==> src/rtl/gwtg_pkg.sv <==
package gwtg_pkg;

    localparam int TAPS_DEFAULT = 8;

    localparam int TAP_W    = 6;
    localparam int SIGMA_W  = 16;
    localparam int WEIGHT_W = 16;
    localparam int RAW_W    = 32;
    localparam int TOTAL_W  = 40;
    localparam int FRAC_W   = 16;
    localparam int NINT_W   = 5;
    localparam int XX_W     = 12;
    localparam int V_W      = 31;
    localparam int K_W      = 4;

    // The iterative divider produces up to DIV_Q_W quotient bits.
    localparam int DIV_Q_W   = 21;
    localparam int DIV_CNT_W = 5;

    localparam logic [DIV_CNT_W-1:0] A_DIV_ITERS  = 5'd21;
    localparam logic [DIV_CNT_W-1:0] N_DIV_ITERS  = 5'd17;
    localparam logic [K_W-1:0]       HORNER_TERMS = 4'd12;

    localparam logic [RAW_W-1:0] ONE_Q31    = 32'h8000_0000;
    localparam logic [RAW_W-1:0] EXP_M1_Q31 = 32'd790015084;

    typedef enum logic [3:0] {
        ST_IDLE,
        ST_REJECT,
        ST_TAP_START,
        ST_ADIV,
        ST_H_MUL,
        ST_H_RCP,
        ST_H_FIX,
        ST_E_MUL,
        ST_STORE,
        ST_N_READ,
        ST_N_START,
        ST_N_DIV,
        ST_N_OUT
    } gwtg_state_t;

    typedef struct packed {
        logic             load_sigma;
        logic             a_start;
        logic             a_take;
        logic             h_mul;
        logic             h_rcp;
        logic             h_fix;
        logic             e_mul;
        logic             store;
        logic             mem_rd;
        logic             n_start;
        logic             out_tap;
        logic             out_rej;
        logic [TAP_W-1:0] tap;
        logic [K_W-1:0]   k;
    } gwtg_cmd_t;

    typedef struct packed {
        logic sigma_zero;
        logic a_big;
        logic div_done;
        logic n_zero;
        logic out_free;
    } gwtg_status_t;

    // floor((2^32 - 1) / k); the product with a value below 2^31 undershoots
    // the true quotient by at most one.
    function automatic logic [RAW_W-1:0] recip_q32(input logic [K_W-1:0] k);
        logic [RAW_W-1:0] r;
        case (k)
            4'd1:    r = 32'hFFFF_FFFF;
            4'd2:    r = 32'h7FFF_FFFF;
            4'd3:    r = 32'h5555_5555;
            4'd4:    r = 32'h3FFF_FFFF;
            4'd5:    r = 32'h3333_3333;
            4'd6:    r = 32'h2AAA_AAAA;
            4'd7:    r = 32'h2492_4924;
            4'd8:    r = 32'h1FFF_FFFF;
            4'd9:    r = 32'h1C71_C71C;
            4'd10:   r = 32'h1999_9999;
            4'd11:   r = 32'h1745_D174;
            4'd12:   r = 32'h1555_5555;
            default: r = '0;
        endcase
        return r;
    endfunction

endpackage

==> src/rtl/gwtg_ctrl.sv <==
module gwtg_ctrl
    import gwtg_pkg::*;
#(
    parameter int TAPS = TAPS_DEFAULT
)
(
    input  logic         clk,
    input  logic         rst_n,
    input  logic         in_valid,
    output logic         in_ready,
    input  gwtg_status_t status,
    output gwtg_cmd_t    cmd
);

    gwtg_state_t      state_reg, state_next;
    logic [TAP_W-1:0] tap_reg, tap_next;
    logic [K_W-1:0]   k_reg, k_next;
    logic             last;

    assign last = (tap_reg == TAP_W'(TAPS - 1));

    always_ff @(posedge clk or negedge rst_n)
    begin
        if (!rst_n)
        begin
            state_reg <= ST_IDLE;
            tap_reg   <= '0;
            k_reg     <= '0;
        end
        else
        begin
            state_reg <= state_next;
            tap_reg   <= tap_next;
            k_reg     <= k_next;
        end
    end

    always_comb
    begin
        state_next = state_reg;
        tap_next   = tap_reg;
        k_next     = k_reg;
        unique case (state_reg)
            ST_IDLE:
            begin
                if (in_valid)
                begin
                    tap_next   = '0;
                    state_next = status.sigma_zero ? ST_REJECT : ST_TAP_START;
                end
            end
            ST_REJECT:
            begin
                if (status.out_free)
                    state_next = ST_IDLE;
            end
            ST_TAP_START:
                state_next = status.a_big ? ST_STORE : ST_ADIV;
            ST_ADIV:
            begin
                if (status.div_done)
                begin
                    k_next     = HORNER_TERMS;
                    state_next = ST_H_MUL;
                end
            end
            ST_H_MUL:
                state_next = ST_H_RCP;
            ST_H_RCP:
                state_next = ST_H_FIX;
            ST_H_FIX:
            begin
                if (k_reg == K_W'(1))
                    state_next = ST_E_MUL;
                else
                begin
                    k_next     = k_reg - K_W'(1);
                    state_next = ST_H_MUL;
                end
            end
            ST_E_MUL:
            begin
                if (status.n_zero)
                    state_next = ST_STORE;
            end
            ST_STORE:
            begin
                if (last)
                begin
                    tap_next   = '0;
                    state_next = ST_N_READ;
                end
                else
                begin
                    tap_next   = tap_reg + TAP_W'(1);
                    state_next = ST_TAP_START;
                end
            end
            ST_N_READ:
                state_next = ST_N_START;
            ST_N_START:
                state_next = ST_N_DIV;
            ST_N_DIV:
            begin
                if (status.div_done)
                    state_next = ST_N_OUT;
            end
            ST_N_OUT:
            begin
                if (status.out_free)
                begin
                    if (last)
                        state_next = ST_IDLE;
                    else
                    begin
                        tap_next   = tap_reg + TAP_W'(1);
                        state_next = ST_N_READ;
                    end
                end
            end
            default:
                state_next = ST_IDLE;
        endcase
    end

    always_comb
    begin
        cmd      = '0;
        cmd.tap  = tap_reg;
        cmd.k    = k_reg;
        in_ready = 1'b0;
        unique case (state_reg)
            ST_IDLE:
            begin
                in_ready       = 1'b1;
                cmd.load_sigma = in_valid && !status.sigma_zero;
            end
            ST_REJECT:    cmd.out_rej = status.out_free;
            ST_TAP_START: cmd.a_start = 1'b1;
            ST_ADIV:      cmd.a_take  = status.div_done;
            ST_H_MUL:     cmd.h_mul   = 1'b1;
            ST_H_RCP:     cmd.h_rcp   = 1'b1;
            ST_H_FIX:     cmd.h_fix   = 1'b1;
            ST_E_MUL:     cmd.e_mul   = !status.n_zero;
            ST_STORE:     cmd.store   = 1'b1;
            ST_N_READ:    cmd.mem_rd  = 1'b1;
            ST_N_START:   cmd.n_start = 1'b1;
            ST_N_DIV:     cmd.out_tap = 1'b0;
            ST_N_OUT:     cmd.out_tap = status.out_free;
            default:      cmd.out_tap = 1'b0;
        endcase
    end

endmodule

==> config.mk <==
export PLATFORM = sky130hd
export DESIGN_NAME = gwtg_ctrl
export DESIGN_NICKNAME = d
export VERILOG_FILES = /design/src/rtl/gwtg_pkg.sv /design/src/rtl/gwtg_ctrl.sv
export SDC_FILE = /design/constraint.sdc
export NUM_CORES = 1
export LEC_CHECK = 0
export BUFFER_PORTS_ARGS = -buffer_cell sky130_fd_sc_hd__buf_2
export CAP_MARGIN = 10
export CORE_MARGIN = 1.5
export CORE_UTILIZATION = 25
export DETAILED_ROUTE_END_ITERATION = 10
export GPL_ROUTABILITY_DRIVEN = 0
export MAX_ROUTING_LAYER = met4
export PLACE_DENSITY = 0.41
export RECOVER_POWER = 100
export SLEW_MARGIN = 25
export SYNTH_ARGS = -nofsm -noshare
export SYNTH_HDL_FRONTEND = slang
export SYNTH_SLANG_ARGS = --single-unit
export TNS_END_PERCENT = 30
==> constraint.sdc <==
create_clock -name clk -period 2.15 [get_ports clk]
set_input_delay 0.215 -clock clk [delete_from_list [all_inputs] [get_ports clk]]
set_output_delay 0.215 -clock clk [all_outputs]
set_load 0.02 [all_outputs]
; Word level (Yosys, flattened, before mapping)
; Cells that the tools add are included.
[classes]
reduce_logical = 9
mux = 32
eq_ne = 22
n_addsub = 2
[ops]
columns = operator, n
row1 = case mux 4 bit (13 select lines), 1
row2 = 2-to-1 mux 4 bit, 10
row3 = 2-to-1 mux 6 bit, 4
row4 = "equality test 4 bit, second input constant", 5
row5 = case mux 6 bit (3 select lines), 1
row6 = "equality test 4 x 3 -> 1 bit, second input constant", 4
row7 = "!= test 2 bit, second input constant", 8
row8 = 2-to-1 mux 1 bit, 13
row9 = "equality test 4 x 1 -> 1 bit, second input constant", 2
row10 = "equality test 4 x 2 -> 1 bit, second input constant", 2
row11 = case mux 4 bit (2 select lines), 1
row12 = "adder 6 x 1 -> 6 bit, second input constant", 1
row13 = "equality test 6 x 3 -> 1 bit, second input constant", 1
row14 = AND reduction 6 bit, 1
row15 = logical NOT 4 bit, 1
row16 = 2-to-1 mux 2 bit, 2
row17 = AND reduction 4 bit, 1
row18 = "subtractor 4 x 1 -> 4 bit, second input constant", 1
row19 = AND reduction 3 bit, 1
row20 = nonzero test 3 bit, 1
row21 = logical NOT 1 bit, 2
row22 = nonzero test 2 bit, 1
row23 = logical AND 1 bit, 1
[word_totals]
regBits = 14
in_bits = 8
wordCells = 68

; Logic depth before layout (Yosys ltp)
[depth]
depth_word = 4
depth_mapped = 6
depth_no_buf = 6

; Least setup slack after synthesis
; Ideal clock, no wire load.
[synth_timing]
kind = register -> register
start = register k_reg[1]
end = register k_reg[3]
setup_time_ps = 132
path_buffers = 0
stages_incl_launch_ff = 7
setup_slack_ps = 234
arrival_ps = 1784
required_time_ps = 2018
cell_sequence = dfrtp_1 -> inv_1 -> ha_1 -> or3b_1 -> a22oi_1 -> nor3_1 -> or3b_1
[synth_between]
elab_chain_cells = 3
word_cells_on_any_way = 6
cone_classes = 1 x add/sub / 2 x eq/ne / 2 x mux / 1 x reduce/logical
[synth_rtl]
columns = element, line
row1 = from (decl), gwtg_ctrl.sv:17  ; logic [K_W-1:0] k_reg, k_next;
row2 = from (signal assigned), gwtg_ctrl.sv:34  ; k_reg <= k_next;
row3 = subtractor 4 x 1 -> 4 bit / equality test 4 x 1 -> 1 bit (equally long branches), "gwtg_ctrl.sv:77, gwtg_ctrl.sv:73"
row4 = 2-to-1 mux 4 bit / != test 2 bit (equally long branches), -
row5 = case mux 4 bit (2 select lines) / AND reduction 3 bit (equally long branches), -
; Several ways; a longest one is shown, not always the timed one. The select of a mux whose other input is x is not followed.
; A chain may end at the register's enable or synchronous reset.

==> run summary <==
WL per Instance = 14.6 um
vias per cell = 5.13
DP HPWL = 2490 um
placed cell count = 215
CP Class = flip-flop to output pin
CP Launch Type = flip-flop
Worst EP required = 1930 ps
post-synthesis compound-gate area fraction = 22.5%
Port Buffers = 30
total gr overflow = 0
async set or reset register ratio after synthesis = 100%
fill count = 493
relative slew slack = 43.5%
antenna violations before repair = 0
Post-DRT Antenna Nets = 0
post-synthesis cell area = 0.00111 sq mm
final cell count without fillers = 219
Skew-Pair Late Insertion Delay = 250 ps
worst reg2reg path startpoint = state_reg[3]$_DFFE_PN0P_
measured slew at the worst slew-check pin = 847 ps
1st-pass router iterations = 4
# H-tree levels = 1
Layout Utilization = 31.2%
Critical Path Source = state_reg[3]$_DFFE_PN0P_
Final Total Pwr = 1.68 mW
most common flop cell mapped by yosys = dfrtp_1
number of global-route vias before repair = 1,125
synthesized area per cell = 8.27 sq um
reg2reg end = tap_reg[0]$_DFFE_PN0P_
Post-synth EDFFs = 0
largest net degree at the start of global routing = 15
root buf cell = clkbuf_8
Syn Nets = 145
Max Buffers Root-to-Sink = 2
top-area cell type share of the netlist area = 31.6%
CTS tree = done
Post-Synth XOR/XNOR Area = 0%
nature of the critical path endpoint = output pin
layout cells sized above 1 = 13.8%
synth top area cells = dfrtp_1 (32%), nor2_1 (4.4%), nor3_1 (3.6%), ha_1 (3.4%), nand2_1 (3.4%)
fmax = 511 MHz
Hold WS = 397 ps
initial drt markers = 70
most frequent cell after synthesis = dfrtp_1
status = finished, final reports clean
Global Route Usage Sum = 14.6%
Synth Instances = 134
VDD IR max = 352 uV
setup TNS = 0 ps
final setup vio count = 0
width of the die = 69.6 um
Register Area = 350 sq um
count of cell types in the netlist = 46
Final Cycle Share = 91.0%
post-synthesis mux area share = 3.95%
fin crit period = 1960 ps
Synth Register Bits = 14
Synth area leader = dfrtp_1
Ports = 31
full die area = 0.00484 sq mm
internal reg-to-reg setup slack = 200 ps
multi-input logic area = 697 sq um
PD cells = 1250 mW/mm^2
worst-path fanout max = 14
clock sinks = 14
Initial Utilization = 25.6%
RSZ-0062 raised after global routing = no
number of CTS-inserted buffers = 3
Synthesis Warnings = 0
max reg flops = 6
crit path DAT = 1740 ps
simple logic cell fraction of the synthesized area = 33.1%
drt total wl = 3210 um
Die H = 69.6 um
via count = 1,123
MaxCap Viol Count = 0
Synth Area in Adders = 3.39%
worst setup path end = cmd[21]
DRC errors left = 0
Post-layout nets = 180
Worst-path clk slew = 60 ps
# rows = 24
P_leak = 0.567 nW
Core ar. = 0.00432 sq mm
Pins Over Slew Limit = 0
main combinational cell family by area after synthesis = simple AND/OR/NAND/NOR gates
Min-Delay Path Class = input pin to flip-flop
Reg2Reg Depth = 4
clock skew = 5.63 ps
first-pass GRT wire length = 5490 um
antenna fix cells = 0
Seq/Total Area, Yosys = 31.6%
commonest cells in the netlist = dfrtp_1 (14), nor2_1 (13), nand2_1 (10)
Fin. Hold Viols = 0
postcts setup bufs = 0
Syn-to-layout area delta = 21.6%
==> through the flow <==
| step | cell area, sq um | setup slack, ps |
|---|---|---|
| after global routing | 1350 | 63.9 |
| after floorplan | 1110 | 234 |
| after detailed placement | 1330 | 231 |
| after global placement | 1330 | 245 |
| after CTS | 1380 | 207 |
| final | 1350 | 195 |
==> cells in the final DEF, fill, tap and decap left out, types with 2 or more instances in the layout <==
cell type and instances:
o31ai_1 2, o21ai_0 6, or4_1 2, a31oi_1 3, or3_1 5, o221ai_1 2, dfrtp_1 14, o211ai_1 2
buf_4 4, inv_1 6, nand2_1 10, nand2b_1 5, or2_1 2, nand3_1 4, o22ai_1 2, buf_2 9
and2_1 2, clkbuf_1 23, o41ai_1 2, nor2b_1 5, a21oi_1 3, o22a_1 2, or3b_1 2, nor2_1 13
mux2_2 3, ha_1 3, nor3_1 8, clkbuf_8 3
==> area by class of cell <==
type	instances	area share, %
Clock buffer	3	3.06
Multi-Input combinational cell	107	51.7
Timing Repair Buffer	37	12.7
Inverter	6	1.67
Tap cell	52	4.83
Sequential cell	14	26.0
==> layer usage <==
layer	vias up	track usage, %	share of wire, %
met2	25	21.4	44
met4	0	5.45	1.7
met5	-	-	0
met3	5	3.49	5.2
met1	530	19.6	49
li1	563	-	-
==> cell families after synthesis <==
family | Yosys count
compound gates | 34
fa+ha+maj | 3
buf+inv | 13
flops | 14
mux | 4
simple gates | 66
==> critical path, cell delays in order (launching register included) <==
cell,delay (ps)
dfrtp_1,530
or2_1,400
nor2_1,160
and3b_1,170
clkbuf_1,230
==> how the worst min path moves through the flow <==
| stage | start | to | slack [ps] | cells past startpoint |
|---|---|---|---|---|
| after floorplan | rst_n | k_reg[0]$_DFFE_PN0P_ | -80 | 0 |
| after global placement | rst_n | tap_reg[3]$_DFFE_PN0P_ | 150 | 1 |
| after detailed placement | rst_n | tap_reg[3]$_DFFE_PN0P_ | 150 | 1 |
| after CTS | status[2] | state_reg[2]$_DFFE_PN0P_ | 400 | 4 |
| after global routing | status[2] | state_reg[2]$_DFFE_PN0P_ | 410 | 4 |
| final | status[2] | state_reg[2]$_DFFE_PN0P_ | 400 | 4 |
==> timing repair <==
action                                 4_1_cts  5_1_grt
endpoints found under the hold margin       14        0
gates resized for setup                      0        0
hold buffers                                 1        0
==> where the power goes <==
part | switching (mW) | leakage (nW) | internal, mW
clock | 0.105 | 0.0216 | 0.124
combinational | 0.619 | 0.362 | 0.368
sequential | 0.118 | 0.184 | 0.349
No activity file was read; power rests on OpenSTA's default activity.
